[config.mk]
export PLATFORM = sky130hd
export DESIGN_NAME = rdt_ctrl
export DESIGN_NICKNAME = d
export VERILOG_FILES = /design/src/rtl/core/rdt_pkg.sv /design/src/rtl/core/rdt_ctrl.sv
export SDC_FILE = /design/constraint.sdc
export NUM_CORES = 1
export LEC_CHECK = 0
export ABC_AREA = 1
export BUFFER_PORTS_ARGS = -buffer_cell sky130_fd_sc_hd__buf_2
export CAP_MARGIN = 40
export CELL_PAD_IN_SITES_DETAIL_PLACEMENT = 1
export CELL_PAD_IN_SITES_GLOBAL_PLACEMENT = 2
export CORE_AREA = 2 2 39 41
export CTS_CLUSTER_DIAMETER = 30
export CTS_CLUSTER_SIZE = 20
export DETAILED_ROUTE_END_ITERATION = 6
export DIE_AREA = 0 0 41 43
export GPL_TIMING_DRIVEN = 0
export PLACE_DENSITY = 0.7
export SYNTH_ARGS = -nofsm -noshare
export SYNTH_HDL_FRONTEND = slang
export SYNTH_SLANG_ARGS = --single-unit
[constraint.sdc]
create_clock -name clk -period 1.5 [get_ports clk]
set_input_delay 0.15 -clock clk [delete_from_list [all_inputs] [get_ports clk]]
set_output_delay 0.15 -clock clk [all_outputs]
set_load 0.02 [all_outputs]
[src/rtl/core/rdt_pkg.sv]
`timescale 1ns / 1ps
// ----------------------------------------------------------------------------
// rdt_pkg
// Shared constants, codes and control/status types of the reload timer.
// ----------------------------------------------------------------------------
package rdt_pkg;

	// Field widths
	localparam int CYCLE_BITS = 12;
	localparam int PRESCALE_W = 14;
	localparam int COUNT_W    = 16;
	localparam int ADDR_W     = 8;
	localparam int DATA_W     = 8;
	localparam int ACTION_W   = 2;
	// signed remainder of the prescaler while periods are drained
	localparam int LEFT_W = ((CYCLE_BITS > PRESCALE_W) ? CYCLE_BITS : PRESCALE_W) + 1;

	// Action codes
	localparam logic [ACTION_W-1:0] ACT_TICK  = 2'd0;
	localparam logic [ACTION_W-1:0] ACT_READ  = 2'd1;
	localparam logic [ACTION_W-1:0] ACT_WRITE = 2'd2;

	// Register byte offsets
	localparam logic [ADDR_W-1:0] ADDR_LOW  = 8'h18;
	localparam logic [ADDR_W-1:0] ADDR_HIGH = 8'h1C;
	localparam logic [ADDR_W-1:0] ADDR_CTL  = 8'h20;

	// Control byte bits
	localparam int CTL_ENABLE_BIT = 0;
	localparam int CTL_STATUS_BIT = 1;
	localparam int CTL_CLEAR_BIT  = 2;
	localparam int CTL_IRQEN_BIT  = 3;
	localparam int CTL_FAST_BIT   = 4;
	localparam logic [DATA_W-1:0] CTL_ONES = 8'hE0;

	// Prescaler periods
	localparam logic [PRESCALE_W-1:0] SLOW_PERIOD = 14'd2000;
	localparam logic [PRESCALE_W-1:0] FAST_PERIOD = 14'd400;
	localparam logic [PRESCALE_W-1:0] FAST_FIRST  = 14'd500;

	localparam logic [COUNT_W-1:0] COUNT_RESET = 16'hFFFF;

	// Controller to datapath
	typedef struct packed {
		logic capture;   // latch request beat
		logic exec;      // apply read/write, start tick
		logic step;      // one prescaler period or final store
		logic load_out;  // load result register
	} rdt_cmd_t;

	// Datapath to controller
	typedef struct packed {
		logic tick_run;  // captured item is a tick that runs periods
		logic left_le0;  // prescaler remainder at or below zero
	} rdt_sts_t;

endpackage

[src/rtl/core/rdt_ctrl.sv]
`timescale 1ns / 1ps
// ----------------------------------------------------------------------------
// rdt_ctrl
// Sequencer: takes a beat, executes it, drains prescaler periods one per
// cycle on a tick, then hands the result to the output register.
// ----------------------------------------------------------------------------
module rdt_ctrl
	import rdt_pkg::*;
(
	input  logic     clk,
	input  logic     arst_n,
	input  logic     req_valid,
	output logic     req_ready,
	output logic     rsp_valid,
	input  logic     rsp_ready,
	input  rdt_sts_t sts,
	output rdt_cmd_t cmd
);

	typedef enum logic [1:0] {
		ST_IDLE,
		ST_EXEC,
		ST_LOOP,
		ST_DONE
	} state_t;

	state_t state_q;
	logic   rsp_valid_q;
	logic   slot_free;

	assign slot_free = !rsp_valid_q || rsp_ready;
	assign req_ready = (state_q == ST_IDLE);
	assign rsp_valid = rsp_valid_q;

	// Command decode
	always_comb begin
		cmd          = '0;
		cmd.capture  = (state_q == ST_IDLE) && req_valid;
		cmd.exec     = (state_q == ST_EXEC);
		cmd.step     = (state_q == ST_LOOP);
		cmd.load_out = (state_q == ST_DONE) && slot_free;
	end

	// State and output valid
	always_ff @(posedge clk or negedge arst_n) begin
		if (!arst_n) begin
			state_q     <= ST_IDLE;
			rsp_valid_q <= 1'b0;
		end else begin
			unique case (state_q)
				ST_IDLE: begin
					if (req_valid) state_q <= ST_EXEC;
				end
				ST_EXEC: begin
					state_q <= sts.tick_run ? ST_LOOP : ST_DONE;
				end
				ST_LOOP: begin
					if (!sts.left_le0) state_q <= ST_DONE;
				end
				ST_DONE: begin
					if (slot_free) state_q <= ST_IDLE;
				end
				default: state_q <= ST_IDLE;
			endcase
			if (cmd.load_out) rsp_valid_q <= 1'b1;
			else if (rsp_ready) rsp_valid_q <= 1'b0;
		end
	end

endmodule

# Word level (Yosys, flattened, before mapping)
# Index checks and enable logic that the tools add are counted.
dict set report op_classes {
  muxes 7
  reduce_logical 7
  n_eq_ne 6
}
# op n
set ops {}
lappend ops {{$pmux 2 s4} 1}
lappend ops {{$mux 2} 3}
lappend ops {{$ne 2x2->1 const B} 3}
lappend ops {{$eq 2x2->1 const B} 2}
lappend ops {{$mux 1} 3}
lappend ops {{$reduce_and 3->1} 1}
lappend ops {{$eq 2x1->1 const B} 1}
lappend ops {{$logic_and 1x1->1} 2}
lappend ops {{$logic_not 2->1} 1}
lappend ops {{$reduce_bool 2->1} 1}
lappend ops {{$logic_not 1->1} 1}
lappend ops {{$logic_or 1x1->1} 1}
dict set report totals {
  ff_bits 3
}

# Logic depth before layout (Yosys ltp)
# Gate-level depths: netlist (run 1).
dict set report logic_depth {
  word_depth 4
  mapped_depth 7
  ltp_nobuf 7
}

# Worst setup path before layout (run 1)
# Ideal clock, no wire load.
dict set report synth_path {
  kind {flip-flop to flip-flop}
  from {register state_q[0]}
  to {register state_q[0]}
  slack_ps 304
  t_arrival_ps 1079
  synth_period_minus_slack_ps 1196
  stages_incl_launch_ff 8
  setup_ps 116
  path_cell_list {dfrtp_1 -> inv_2 -> ha_1 -> nand2_2 -> nand2_1 -> nor2_1 -> nand2_1 -> nand2_1}
}
dict set report synth_via {
  elab_chain_cells 3
  word_cells_on_any_way 9
}
# element line
set synth_rtl {}
lappend synth_rtl {{start: declaration} rdt_ctrl.sv:27} ;# state_t state_q;
lappend synth_rtl {{start signal: assignment} rdt_ctrl.sv:55} ;# state_q <= sts.tick_run ? ST_LOOP : ST_DONE;
lappend synth_rtl {{$logic_not 2->1 (*)} --}
lappend synth_rtl {{via req_ready} rdt_ctrl.sv:13} ;# output logic req_ready,
lappend synth_rtl {{$ne 2x2->1 (no line)} --}
lappend synth_rtl {{$reduce_and 3->1 (no line)} --}
# Mark *: on every way through the listed nets, which the timed path passes. The rest lies on a longest branch.
# A chain may end at the register's enable or synchronous reset.

==> flow_summary.ini, run 1 <==
[outcome]
status = completed

[sta]
min_period_ns = 1.39
final-hold-violation-count = 0
max_freq_mhz = 717
fin_ws_ns = 0.106
worst_slew_pin_slew_ns = 0.164
finalSetupViolCount = 0
relSlewSlack_pct = 89.1
drv_slew = 0
rsz0062_at_grt = no
skew_ns = 0.00417
final.setup.tns_ns = 0
fin_crit_sh_pct = 92.9

[worst_setup_path]
critPathLaunchType = register
cp-end-kind = primary output
r2r-start = state_q[0]
r2r-end = state_q[0]
crit_fanout = 4
critPathLaunch = state_q[0]
critPathRequiredTime_ns = 1.35
reg2regPathDepth = 7
path_class = reg -> out
crit_arrival_ns = 1.24
r2r_setup_slack_ns = 0.33

[global_route]
grt_antenna_before_repair = 0
grt_pass1_wl_um = 869
grtUsageTotal_pct = 7.65
grt_max_degree = 6
grt_pass1_vias = 230
grt_overflow = 0

[cts]
clock_latency_ns = 0.24
cts.sinks = 3
root_buffer = clkbuf_4
cts_buffers = 3
tritoncts = built
clockBufferDepth = 2
clk_pin_slew_ns = 0.04
h-tree-depth = 1

[drt]
vias_per_cell = 3.83
drc = 0
first_iter_violations = 1
vias = 253
wl_per_cell_um = 8.50
wl_um = 561
ant_nets = 0
dr.pass1.iters = 2

[placement]
pre_cts_ws_ns = 0.317
io_buffers = 11
hpwl_um = 487
place_congestion = 0.709

[cells_and_area]
seqCellArea_um2 = 75.1
area_growth_syn_to_layout_pct = 46.1
diodes = 0
multi_input_area_um2 = 144
final_layout_size_suffix_gt1_share_pct = 38.0
final_nets = 61
n_fill_cell = 189

[floorplanning]
rows = 14
ios = 12
core_area_um2 = 1380
die_area_um2 = 1760
start_util_pct = 17.5
die_w_um = 41
die_h_um = 43

[synthesis]
ys_warn_count = 0
syn_area_per_cell_um2 = 7.10
synth_area_um2 = 241
seq_area_frac_synth_pct = 31.1
ys_types = 11
syn-num-nets = 44
synthCells = 34
synth_seq_cells = 3

[min_path]
min-delay-path-class = in -> reg
min_to = rsp_valid
worstHoldStart = rsp_ready
holdPathStages = 4

[power]
cellPowerDensity_nw_per_um2 = 2210
leakage_nw = 0.217
ir_worst_vdd_mv = 0.638

[job]
max_cap_viol_count = 0
## power by group
part	total (mW)	internal [mW]	switching (mW)
clock network	0.144	0.0998	0.0441
registers	0.174	0.125	0.0486
logic	0.461	0.166	0.295
## worst max path at each step
stage / cells past startpoint / slack [ns] / endpoint
after floorplan: 7 / 0.30 / state_q[0]
after global placement: 7 / 0.33 / state_q[0]
after detailed placement: 7 / 0.32 / state_q[0]
after CTS: 5 / 0.08 / cmd[3]
after global routing: 5 / 0.003 / cmd[3]
final: 5 / 0.11 / cmd[3]
## placed cells by master (no fill, tap or decap)
cell / instances
nand2_1: 11
buf_2: 11
inv_1: 4
ha_1: 4
clkbuf_4: 3
dfrtp_1: 3
inv_2: 2
a21oi_1: 2
nand2_2: 2
nor2_1: 2
nand3_1: 2
nor2_2: 1
nand4_1: 1
clkbuf_1: 1
dlygate4sd3_1: 1
## final cells by class
| class | instances | area share, % |
|---|---|---|
| clock buffer | 4 | 7.45 |
| timing repair buffer | 12 | 18.4 |
| inverter | 6 | 6.38 |
| multi-input combinational | 25 | 40.8 |
| tap | 16 | 5.67 |
| sequential | 3 | 21.3 |
## metal layers
| metal | GRT usage, % | wire, µm | vias to the layer above |
|---|---|---|---|
| met4 | 10.0 | 17 | 0 |
| met5 | 0 | 0 | - |
| met2 | 10.9 | 285 | 7 |
| li1 | - | - | 134 |
| met1 | 8.41 | 238 | 110 |
| met3 | 0 | 19 | 2 |
## kinds of logic (layout without fill, tap and decap cells)
kind of cell	Yosys count	count (layout)	synth area share [%]
AND/OR/NAND/NOR	19	19	34.7
buffers and inverters	6	22	9.33
adder cells (fa/ha/maj)	4	4	20.7
flip-flops	3	3	31.1
AO/OA/AOI/OAI	2	2	4.15
## synth_stat cells, drive strengths merged
cell type / instances / area, µm²
dfrtp: 3 / 75.1
nand3: 2 / 10.0
nand2: 13 / 53.8
inv: 6 / 22.5
nor2: 3 / 13.8
a21oi: 2 / 10.0
ha: 4 / 50.1
nand4: 1 / 6.26
## worst max-delay path, stage by stage (launching register included)
cell and delay [ns]:
dfrtp_1 0.42, inv_2 0.11, ha_1 0.23, nand2_1 0.07
inv_1 0.05, buf_2 0.15
## state kept, by name, indices dropped and copies added, names as in the netlist
signal     flops
rsp_valid      1
state_q        2
## timing repair
item,4_1_cts,5_1_grt
hold buffers,1,0
hold endpoints to repair,3,0
resized for setup,0,0
setup buffers,0,0
## per-stage QoR
stage / cell area, µm² / total power, mW / cells / util (%) / hold slack, ns
after global placement: 317 / 0.638 / 61 / 22.9 / -0.0548
after floorplan: 241 / 0.512 / 34 / - / -0.146
after global routing: 353 / 0.863 / 66 / 25.5 / 0.213
final: 353 / 0.779 / 66 / 25.5 / 0.204
after CTS: 353 / 0.803 / 66 / 25.5 / 0.203
after detailed placement: 317 / 0.645 / 61 / 22.9 / -0.0481
No activity file was read; power rests on OpenSTA's default activity.
==> inputs of run 2 (changes only) <==
GPL_TIMING_DRIVEN = unset   (was 0)
==> run 2 against run 1 <==
  * Sequential share of layout area decreased by 0.15 points
  * Cell count did not move
  * Global-route usage increased by 0.80 points
  * First-iteration DRC count rose to 4.0 times the previous value
  * Critical path type unchanged
==> flow_summary.ini, run 2 (same netlist as run 1, synthesis figures left out) <==
[outcome]
status = completed

[power]
leakage_nw = 0.216
ir_worst_vdd_mv = 0.587
fin_total_pwr_mw = 0.784
cellPowerDensity_nw_per_um2 = 2210

[global_route]
grt_max_degree = 6
grt_overflow = 0
grt_pass1_wl_um = 945
grtUsageTotal_pct = 8.45
grt_antenna_before_repair = 0
grt_pass1_vias = 251

[cts]
cts_buffers = 3
cts.sinks = 3
root_buffer = clkbuf_4
h-tree-depth = 1
clock_latency_ns = 0.23
clk_pin_slew_ns = 0.04
tritoncts = built
clockBufferDepth = 2
post_cts_buffers = 0

[cells_and_area]
n_fill_cell = 182
seqCellArea_um2 = 75.1
multi_input_area_um2 = 146
area_growth_syn_to_layout_pct = 47.2
largest_reg_flops = 2
final_layout_size_suffix_gt1_share_pct = 40.0
fin_util_pct = 25.7
top_register = state_q
final_nets = 61
diodes = 0
final_cell_count_no_fill = 66
final_cell_mix = nand2_1 (11), buf_2 (11), inv_1 (4)
stdcell_area_um2 = 355

[sta]
drv_slew = 0
rsz0062_at_grt = no
whs_ns = 0.208
fin_ws_ns = 0.127
skew_ns = 0.00387
relSlewSlack_pct = 89.0
max_freq_mhz = 728
min_period_ns = 1.37
finalSetupViolCount = 0
final-hold-violation-count = 0
fin_crit_sh_pct = 91.5
final.setup.tns_ns = 0
worst_slew_pin_slew_ns = 0.164

[placement]
pre_cts_ws_ns = 0.335
dp_cells = 61
io_buffers = 11
place_congestion = 0.674
place_area_um2 = 317
hpwl_um = 483

[drt]
dr.pass1.iters = 2
ant_nets = 0
wl_um = 554
wl_per_cell_um = 8.39
drc = 0
vias_per_cell = 3.83
first_iter_violations = 4
vias = 253

[worst_setup_path]
path_class = reg -> out
cp-end-kind = primary output
critPathLaunch = state_q[0]
r2r_setup_slack_ns = 0.37
cp-endpoint = cmd[3]
r2r-end = state_q[0]
reg2regPathDepth = 7
crit_arrival_ns = 1.22
r2r-start = state_q[0]
critPathRequiredTime_ns = 1.35
critPathLaunchType = register
crit_fanout = 4

[floorplanning]
core_area_um2 = 1380
die_area_um2 = 1760
ios = 12
die_h_um = 43
rows = 14
die_w_um = 41
start_util_pct = 17.5

[job]
max_cap_viol_count = 0

[min_path]
min-delay-path-class = in -> reg
[run 2: cell counts in the layout (fill, tap and decap cells not counted)]
No cell type changed its count.
[run 2: what timing repair did]
| item | CTS | global route |
|---|---|---|
| endpoints found under the setup margin | 0 | 1 |
| hold buffers | 1 | 0 |
| gates resized for setup | 0 | 1 |
| hold endpoints to repair | 3 | 0 |
[run 2: worst min path at each step]
stage,startpoint,endpoint,slack (ns),cells after the start
floorplan,arst_n,rsp_valid,-0.15,0
global placement,arst_n,rsp_valid,-0.05,1
detailed placement,arst_n,rsp_valid,-0.05,1
CTS,rsp_ready,rsp_valid,0.21,4
global route,rsp_ready,rsp_valid,0.24,4
finish,rsp_ready,rsp_valid,0.21,4
[run 2: final cells by class]
| type | instances | area share, % |
|---|---|---|
| timing repair buffer | 12 | 18.3 |
| tap | 16 | 5.63 |
| clock buffer | 4 | 7.39 |
| sequential | 3 | 21.1 |
| inverter | 6 | 6.34 |
| multi-input combinational | 25 | 41.2 |
[run 2: power by group]
part           total, mW  switching, mW  leakage (nW)  internal [mW]
Sequential         0.175         0.0497        0.0365          0.125
Combinational      0.469          0.296         0.164          0.173
Clock              0.140         0.0407        0.0150         0.0996
[run 2: critical path: stages (launching register included)]
cell     delay, ns
dfrtp_1       0.42
inv_2         0.11
ha_2          0.22
nand2_1       0.06
inv_1         0.04
buf_2         0.15
[run 2: per-layer routing]
metal,up-vias,routed length [µm],track usage (%)
li1,138,-,-
met4,0,0,8.00
met1,108,262,9.71
met3,0,26,3.14
met2,7,265,11.3
met5,-,0,0
