**src/rtl/core/rdt_pkg.sv**
```systemverilog
`timescale 1ns / 1ps
// ----------------------------------------------------------------------------
// rdt_pkg
// Shared constants, codes and control/status types of the reload timer.
// ----------------------------------------------------------------------------
package rdt_pkg;

	// Field widths
	localparam int CYCLE_BITS = 12;
	localparam int PRESCALE_W = 14;
	localparam int COUNT_W    = 16;
	localparam int ADDR_W     = 8;
	localparam int DATA_W     = 8;
	localparam int ACTION_W   = 2;
	// signed remainder of the prescaler while periods are drained
	localparam int LEFT_W = ((CYCLE_BITS > PRESCALE_W) ? CYCLE_BITS : PRESCALE_W) + 1;

	// Action codes
	localparam logic [ACTION_W-1:0] ACT_TICK  = 2'd0;
	localparam logic [ACTION_W-1:0] ACT_READ  = 2'd1;
	localparam logic [ACTION_W-1:0] ACT_WRITE = 2'd2;

	// Register byte offsets
	localparam logic [ADDR_W-1:0] ADDR_LOW  = 8'h18;
	localparam logic [ADDR_W-1:0] ADDR_HIGH = 8'h1C;
	localparam logic [ADDR_W-1:0] ADDR_CTL  = 8'h20;

	// Control byte bits
	localparam int CTL_ENABLE_BIT = 0;
	localparam int CTL_STATUS_BIT = 1;
	localparam int CTL_CLEAR_BIT  = 2;
	localparam int CTL_IRQEN_BIT  = 3;
	localparam int CTL_FAST_BIT   = 4;
	localparam logic [DATA_W-1:0] CTL_ONES = 8'hE0;

	// Prescaler periods
	localparam logic [PRESCALE_W-1:0] SLOW_PERIOD = 14'd2000;
	localparam logic [PRESCALE_W-1:0] FAST_PERIOD = 14'd400;
	localparam logic [PRESCALE_W-1:0] FAST_FIRST  = 14'd500;

	localparam logic [COUNT_W-1:0] COUNT_RESET = 16'hFFFF;

	// Controller to datapath
	typedef struct packed {
		logic capture;   // latch request beat
		logic exec;      // apply read/write, start tick
		logic step;      // one prescaler period or final store
		logic load_out;  // load result register
	} rdt_cmd_t;

	// Datapath to controller
	typedef struct packed {
		logic tick_run;  // captured item is a tick that runs periods
		logic left_le0;  // prescaler remainder at or below zero
	} rdt_sts_t;

endpackage

```
**src/rtl/core/rdt_dp.sv**
```systemverilog
`timescale 1ns / 1ps
// ----------------------------------------------------------------------------
// rdt_dp
// Timer datapath: request holding register, control/reload/count state,
// prescaler remainder and result register.
// ----------------------------------------------------------------------------
module rdt_dp
	import rdt_pkg::*;
(
	input  logic                  clk,
	input  logic                  arst_n,
	input  rdt_cmd_t              cmd,
	output rdt_sts_t              sts,
	input  logic [ACTION_W-1:0]   action,
	input  logic [ADDR_W-1:0]     address,
	input  logic [DATA_W-1:0]     write_data,
	input  logic [CYCLE_BITS-1:0] elapsed_cycles,
	output logic [DATA_W-1:0]     read_data,
	output logic                  irq,
	output logic [COUNT_W-1:0]    counter_value
);

	// Held request beat
	logic [ACTION_W-1:0]   action_q;
	logic [ADDR_W-1:0]     address_q;
	logic [DATA_W-1:0]     wdata_q;
	logic [CYCLE_BITS-1:0] cycles_q;

	// Timer state
	logic                  enable_q;
	logic                  irqen_q;
	logic                  fast_q;
	logic [COUNT_W-1:0]    reload_q;
	logic [COUNT_W-1:0]    count_q;
	logic [PRESCALE_W-1:0] prescale_q;
	logic                  zs_q;
	logic                  zss_q;
	logic                  rwait_q;
	logic [LEFT_W-1:0]     left_q;
	logic [DATA_W-1:0]     rd_q;

	// Result register
	logic [DATA_W-1:0]     out_rd_q;
	logic                  out_irq_q;
	logic [COUNT_W-1:0]    out_count_q;

	logic [DATA_W-1:0]     rd_byte;
	logic [COUNT_W-1:0]    cnt_ld;
	logic [COUNT_W-1:0]    cnt_nx;
	logic [PRESCALE_W-1:0] period;
	logic                  new_en;
	logic                  new_ie;
	logic                  new_fast;

	assign sts.tick_run = (action_q == ACT_TICK) && enable_q && (cycles_q != '0);
	assign sts.left_le0 = $signed(left_q) <= $signed(LEFT_W'(0));

	assign period   = fast_q ? FAST_PERIOD : SLOW_PERIOD;
	assign new_en   = wdata_q[CTL_ENABLE_BIT];
	assign new_ie   = wdata_q[CTL_IRQEN_BIT];
	assign new_fast = wdata_q[CTL_FAST_BIT];

	// One counter period: reload on zero or pending reload, then decrement
	assign cnt_ld = ((count_q == '0) || rwait_q) ? reload_q : count_q;
	assign cnt_nx = (cnt_ld != '0) ? cnt_ld - COUNT_W'(1) : cnt_ld;

	// Register read mux
	always_comb begin
		rd_byte = '0;
		if (action_q == ACT_READ) begin
			if (address_q == ADDR_LOW) rd_byte = count_q[7:0];
			else if (address_q == ADDR_HIGH) rd_byte = count_q[15:8];
			else if (address_q == ADDR_CTL) begin
				rd_byte = CTL_ONES;
				rd_byte[CTL_CLEAR_BIT]  = 1'b1;
				rd_byte[CTL_ENABLE_BIT] = enable_q;
				rd_byte[CTL_STATUS_BIT] = zs_q;
				rd_byte[CTL_IRQEN_BIT]  = irqen_q;
				rd_byte[CTL_FAST_BIT]   = fast_q;
			end
		end
	end

	// Request capture
	always_ff @(posedge clk) begin
		if (cmd.capture) begin
			action_q  <= action;
			address_q <= address;
			wdata_q   <= write_data;
			cycles_q  <= elapsed_cycles;
		end
	end

	// Timer state update
	always_ff @(posedge clk or negedge arst_n) begin
		if (!arst_n) begin
			enable_q   <= 1'b0;
			irqen_q    <= 1'b0;
			fast_q     <= 1'b0;
			reload_q   <= COUNT_RESET;
			count_q    <= COUNT_RESET;
			prescale_q <= SLOW_PERIOD;
			zs_q       <= 1'b0;
			zss_q      <= 1'b0;
			rwait_q    <= 1'b0;
		end else if (cmd.exec && (action_q == ACT_WRITE)) begin
			if (address_q == ADDR_LOW) begin
				reload_q[7:0] <= wdata_q;
				rwait_q       <= 1'b1;
			end else if (address_q == ADDR_HIGH) begin
				reload_q[15:8] <= wdata_q;
				rwait_q        <= 1'b1;
			end else if (address_q == ADDR_CTL) begin
				// clear is suppressed on the latch while running at zero
				if (wdata_q[CTL_CLEAR_BIT]) begin
					if (!(enable_q && (count_q == '0))) zs_q <= 1'b0;
					zss_q <= 1'b0;
				end
				// turning on seeds the prescaler; first fast period is longer
				if (new_en && !enable_q) prescale_q <= new_fast ? FAST_FIRST : SLOW_PERIOD;
				enable_q <= new_en;
				irqen_q  <= new_ie;
				fast_q   <= new_fast;
				if (!new_ie) begin
					zs_q  <= 1'b0;
					zss_q <= 1'b0;
				end
			end
		end else if (cmd.step) begin
			if (sts.left_le0) begin
				count_q <= cnt_nx;
				rwait_q <= 1'b0;
				if ((cnt_nx == '0) || zs_q) begin
					zs_q  <= 1'b1;
					zss_q <= 1'b1;
				end
			end else begin
				prescale_q <= left_q[PRESCALE_W-1:0];
			end
		end
	end

	// Prescaler remainder and read byte
	always_ff @(posedge clk) begin
		if (cmd.exec) begin
			left_q <= LEFT_W'(prescale_q) - LEFT_W'(cycles_q);
			rd_q   <= rd_byte;
		end else if (cmd.step && sts.left_le0) begin
			left_q <= left_q + LEFT_W'(period);
		end
	end

	// Result register
	always_ff @(posedge clk) begin
		if (cmd.load_out) begin
			out_rd_q    <= rd_q;
			out_irq_q   <= zss_q && irqen_q;
			out_count_q <= count_q;
		end
	end

	assign read_data     = out_rd_q;
	assign irq           = out_irq_q;
	assign counter_value = out_count_q;

endmodule

```
**config.mk**
```make
export PLATFORM = sky130hd
export DESIGN_NAME = rdt_dp
export DESIGN_NICKNAME = d
export VERILOG_FILES = /design/src/rtl/core/rdt_pkg.sv /design/src/rtl/core/rdt_dp.sv
export SDC_FILE = /design/constraint.sdc
export NUM_CORES = 1
export LEC_CHECK = 0
export ABC_CLOCK_PERIOD_IN_PS = 9300
export BUFFER_PORTS_ARGS = -buffer_cell sky130_fd_sc_hd__buf_4
export CAP_MARGIN = 10
export CORE_MARGIN = 2
export CORE_UTILIZATION = 30
export CTS_CLUSTER_SIZE = 8
export DETAILED_ROUTE_END_ITERATION = 8
export PLACE_DENSITY_LB_ADDON = 0.15
export SYNTH_ARGS = -nofsm -noshare
export SYNTH_HDL_FRONTEND = slang
export SYNTH_SLANG_ARGS = --single-unit
```
**constraint.sdc**
```tcl
create_clock -name clk -period 9.3 [get_ports clk]
set_input_delay 2.325 -clock clk [delete_from_list [all_inputs] [get_ports clk]]
set_output_delay 2.325 -clock clk [all_outputs]
set_load 0.01 [all_outputs]
```
== Word-level counts from Yosys, hierarchy flattened ==
Index checks and enable logic that the tools add are counted.
W data, S select, Z words.

* Bits in registers: 130
* Latch bits: 0
* RAM bits: 0
* Memories: 0
* ROM bits: 0
* Input port bits: 36
* Logic and storage cells: 103
* Output and inout port bits: 27

* Add/sub/neg operators: 3
* Multiplexer cells: 37
* Multipliers: 0
* Eq/ne operators: 13
* Bitwise gates (word level): 3
* Reduce and logical (&&, ||, !) cells: 27
* $lt $le $gt $ge: 1
* Shift operators: 0
* Divide/modulo/power cells: 0

{| class="wikitable"
|+ Operators by type and width
! cell !! number
|-
| $mux W14 || 7
|-
| $logic_not A16 Y1 || 2
|-
| $mux W16 || 2
|-
| $mux W15 || 2
|-
| $mux W8 || 3
|-
| $mux W11 || 2
|-
| $mux W1 || 21
|-
| $eq A8 B5 Y1 const B || 2
|-
| $reduce_bool A16 Y1 || 1
|-
| $sub A16 B1 Y16 const B || 1
|-
| $add A15 B11 Y15 || 1
|-
| $le A15 B1 Y1 const B || 1
|-
| $sub A14 B12 Y15 || 1
|-
| $reduce_bool A12 Y1 || 1
|-
| $ne A3 B3 Y1 const B || 3
|-
| $reduce_and A3 Y1 || 3
|-
| $eq A8 B6 Y1 const B || 1
|-
| $reduce_and A8 Y1 || 1
|-
| $reduce_bool A2 Y1 || 4
|-
| $logic_and A1 B1 Y1 || 7
|-
| $reduce_and A7 Y1 || 1
|-
| $ne A2 B2 Y1 const B || 3
|-
| $reduce_and A6 Y1 || 1
|-
| $ne A2 B1 Y1 const B || 2
|-
| other kinds (8) || 11
|}

== Depth between registers and ports, before layout ==
* Word-level depth: 11
* Depth in mapped cells: 17

== Least setup slack after synthesis ==
Ideal clock, no wire load.

* Path type: register to register
* From: register count_q[12]
* To: register zs_q
* Required time: 9223 ps
* Setup time: 77 ps
* Buffers on the path: 4
* Data arrival time: 3893 ps
* Setup slack: 5329 ps
* Cell stages (with the launch flop): 18
* Period minus slack after synthesis: 3971 ps
* Cells stage by stage: dfstp_2 -> buf_4 -> nor4_4 -> and4_1 -> a21o_4 -> buf_8 -> buf_2 -> clkbuf_1 -> mux2i_1 -> ha_1 -> nand2_1 -> a211oi_1 -> a31oi_1 -> a2111oi_2 -> mux2i_1 -> o211a_1 -> o2111ai_1 -> a21oi_1

* Longest elaborated chain between the ends: 9
* Elaborated cells between the ends (all ways): 12
* Those cells by class: add/sub: 1; eq/ne: 1; mux: 2; reduce/logical: 8

{| class="wikitable"
|+ Ends and longest elaborated chain
! element !! line !! text
|-
| start: declaration || rdt_dp.sv:34 || <nowiki>logic [COUNT_W-1:0] count_q;</nowiki>
|-
| start signal: assignment || rdt_dp.sv:131 || <nowiki>count_q <= cnt_nx;</nowiki>
|-
| $logic_not A16 Y1 || rdt_dp.sv:64, rdt_dp.sv:116 ||
|-
| $logic_or A1 B1 Y1 || rdt_dp.sv:64 || <nowiki>assign cnt_ld = ((count_q == '0) || rwait_q) ? reload_q : count_q;</nowiki>
|-
| $mux W16 || rdt_dp.sv:64 ||
|-
| $sub A16 B1 Y16 / $reduce_bool A16 Y1 (equally long branches) || rdt_dp.sv:65 || <nowiki>assign cnt_nx = (cnt_ld != '0) ? cnt_ld - COUNT_W'(1) : cnt_ld;</nowiki>
|-
| $mux W16 || rdt_dp.sv:65 ||
|-
| $logic_not A16 Y1 || rdt_dp.sv:133 || <nowiki>if ((cnt_nx == '0) || zs_q) begin</nowiki>
|-
| $logic_or A1 B1 Y1 || rdt_dp.sv:133 ||
|-
| $reduce_bool A2 Y1 (no line) || -- ||
|-
| $reduce_and A8 Y1 (no line) * || -- ||
|-
| end signal: assignment || rdt_dp.sv:116 || <nowiki>if (!(enable_q && (count_q == '0))) zs_q <= 1'b0;</nowiki>
|-
| end signal: assignment || rdt_dp.sv:125 || <nowiki>zs_q <= 1'b0;</nowiki>
|-
| end signal: assignment || rdt_dp.sv:134 || <nowiki>zs_q <= 1'b1;</nowiki>
|-
| end: declaration || rdt_dp.sv:36 || <nowiki>logic zs_q;</nowiki>
|}

Every way passes the cells marked *; elsewhere a longest branch is shown, timed or not.
A chain may end at the register's enable or synchronous reset.

== Worst setup path in the final report ==
* From: register count_q[2]
* To: register zs_q

The elaborated chain is that of the path after synthesis.

==> flow_summary.yaml <==
placement:
  dp.cells: 916
  dp_hpwl_um: 12390
  dp_worst_setup_slack_ns: 4.702
  port_buffers: 62
  place.gp.congestion: 0.8682
detailed_routing:
  drtPass1Iterations: 5
  drc: 0
  wirelength_um: 16870
  ant_nets: 0
  viasPerCell: 5.099
  dr_total_vias: 4834
  drt_iter0_drc: 347
  wl_per_cell_um: 17.80
setup_path:
  worstPathArrival_ns: 4.62
  crit_fanout: 29
  worstSetupPathType: "reg -> reg"
  cp-end-kind: "flip-flop"
  start_kind: "flip-flop"
  cp.required_ns: 9.64
floorplan:
  io_pins: 63
  die_area_um2: 23670
  die_h_um: 153.8
  start_util_pct: 30.67
  std_cell_rows: 54
  design.core.area_um2: 21960
  die_w_um: 153.8
clock_network:
  clockBufferDepth: 2
  cts_setup_buffers: 0
  ctsHoldBuffers: 0
  tritoncts: "built"
  cts_buffers: 17
  cts_resized: 0
  clk_pin_slew_ns: 0.06
  h-tree-depth: 4
  root_buffer: "clkbuf_16"
  cts.sinks: 130
  clkLatencyLatePin_ns: 0.42
grt:
  grtUsageTotal_pct: 14.88
  antenna_found_initial: 0
  grt_max_degree: 53
  grt_pass1_vias: 4802
  overflow: 0
  grt_first_pass_wirelength_um: 27310
synth:
  yosysWarnings: 0
  syn_area_per_cell_um2: 11.34
  yosys-top-cells-count: "78 x edfxtp_1, 57 x nor2_1, 51 x nand2_1, 38 x dfstp_2, 35 x a21oi_1"
  synth_cells: 594
  synth_compound_area_share_pct: 12.76
  synthesis.nets: 650
  synth_cell_types: 68
  synth_area_um2: 6735
  synth_top_area_share_pct: 34.78
  synth-async-reset-ratio_pct: 40.00
  synthTopCellsByArea: "edfxtp_1 35%, dfstp_2 15%, dfrtp_1 5.2%"
  synth-seq-cells: 130
  yosysMostFrequentCell: "edfxtp_1"
  muxShareOfSynthArea_pct: 7.505
  synth-simple-area-share_pct: 14.73
  synth_edf_count: 78
  synth_top_flop_cell: "edfxtp_1"
  synth_largest_area_cell: "edfxtp_1"
  synthAdderAreaFrac_pct: 3.827
  synth_top_family_by_area: "simple AND/OR/NAND/NOR gates"
  seq_area_frac_synth_pct: 54.80
  synthXorXnorAreaFrac_pct: 3.381
timing:
  worstMarginPinSlew_ns: 1.080
  hold_viol: 0
  setup_viol_count_final: 0
  setup_slack_ns: 5.026
  hold_slack_ns: 0.4176
  timing.final.crit_share_pct: 45.95
  finalCriticalPeriod_ns: 4.274
  max_freq_mhz: 234.0
  setup_tns_ns: 0
  rsz0062_at_grt: "false"
  maxSlewHeadroom_pct: 27.48
  final_max_slew_viol_count: 0
  fin_worst_skew_ns: 0.01110
final_layout:
  fin_nets: 711
  num_antenna_cells: 0
  final_util_pct: 36.48
  post_route_cells_drive_above_1_share_pct: 26.05
  instances_no_fill: 948
  syn_to_final_growth_pct: 18.95
power:
  power.density_nw_per_um2: 297.9
  power_leakage_nw: 3.089
  irDropWorstVdd_mv: 0.1352
worst_hold_path:
  hp-class: "reg -> reg"
outcome:
  status: "finished clean"
flow_run:
  cap_viol_max_count: 0
-- sequential cells by signal, indices dropped and copies added, names as in the netlist --
| name | flops |
|---|---|
| fast_q | 1 |
| reload_q | 16 |
| address_q | 8 |
| zs_q | 1 |
| enable_q | 1 |
| irqen_q | 1 |
| zss_q | 1 |
| rd_q | 8 |
| irq | 1 |
| counter_value | 16 |
| wdata_q | 8 |
| left_q | 15 |
| rwait_q | 1 |
| read_data | 8 |
| action_q | 2 |
| cycles_q | 12 |
| count_q | 16 |
| prescale_q | 14 |
-- worst max-delay path: stages (launching register included) --
cell	delay (ns)
dfstp_2	0.42
nor4_4	0.35
and4_1	0.31
a21o_4	0.39
mux2i_1	0.42
ha_1	0.31
nand2_1	0.07
a211oi_1	0.23
a31oi_1	0.18
a2111oi_2	0.63
mux2i_1	0.28
o211a_1	0.21
o2111ai_1	0.17
a21oi_1	0.19
-- placed cells by master (no fill, tap or decap), types with 17 or more instances in the layout --
cell type / count
mux2_2: 30
nand2_1: 51
a21oi_1: 35
edfxtp_1: 78
buf_4: 63
nor3_1: 22
o21ai_0: 27
dfstp_2: 38
nor2_1: 57
ha_1: 19
inv_1: 28
clkbuf_16: 17
-- where the power goes --
part | switching (W) | internal (W)
logic | 0.000430 | 0.000350
registers | 0.000178 | 0.000802
clock network | 0.000280 | 0.000348
total | 0.000887 | 0.00150
-- layer usage --
layer / global-route usage, % / up-vias / part of all wire [%]
met1: 22.25 / 2349 / 51
met3: 3.100 / 19 / 4.1
met5: 0 / - / 0
met4: 4.806 / 0 / 1.3
met2: 21.43 / 144 / 43
li1: - / 2322 / -
-- kinds of logic after synthesis --
logic type,Yosys count
flops,130
simple gates,197
buf+inv,49
fa+ha+maj,20
mux,46
compound gates,126
xor+xnor,26
-- layout make-up --
cell class | count | area, µm²
clock buffer | 17 | 425.4
clock inverter | 15 | 123.9
fill | 2157 | 13950
inverter | 28 | 105.1
multi-input combinational | 415 | 2843
sequential | 130 | 3691
tap | 280 | 350.3
timing repair buffer | 63 | 473.0
-- through the flow --
step | area, µm² | power, W
floorplan | 6735 | 0.001508
global placement | 7462 | 0.001758
detailed placement | 7462 | 0.001765
CTS | 8011 | 0.002404
global route | 8011 | 0.002547
finish | 8011 | 0.002387
-- final timing paths --
path,slack (ns),end,depth (start not counted),from
max in group asynchronous,6.89,prescale_q[3],1,arst_n
worst min register to register,0.42,read_data[5],0,rd_q[5]
worst min-delay path,0.42,read_data[5],0,rd_q[5]
worst max-delay path,5.03,zs_q,13,count_q[2]
worst max register to register,5.03,zs_q,13,count_q[2]
min in group asynchronous,1.97,enable_q,1,arst_n
No activity file was read; power rests on OpenSTA's default activity.
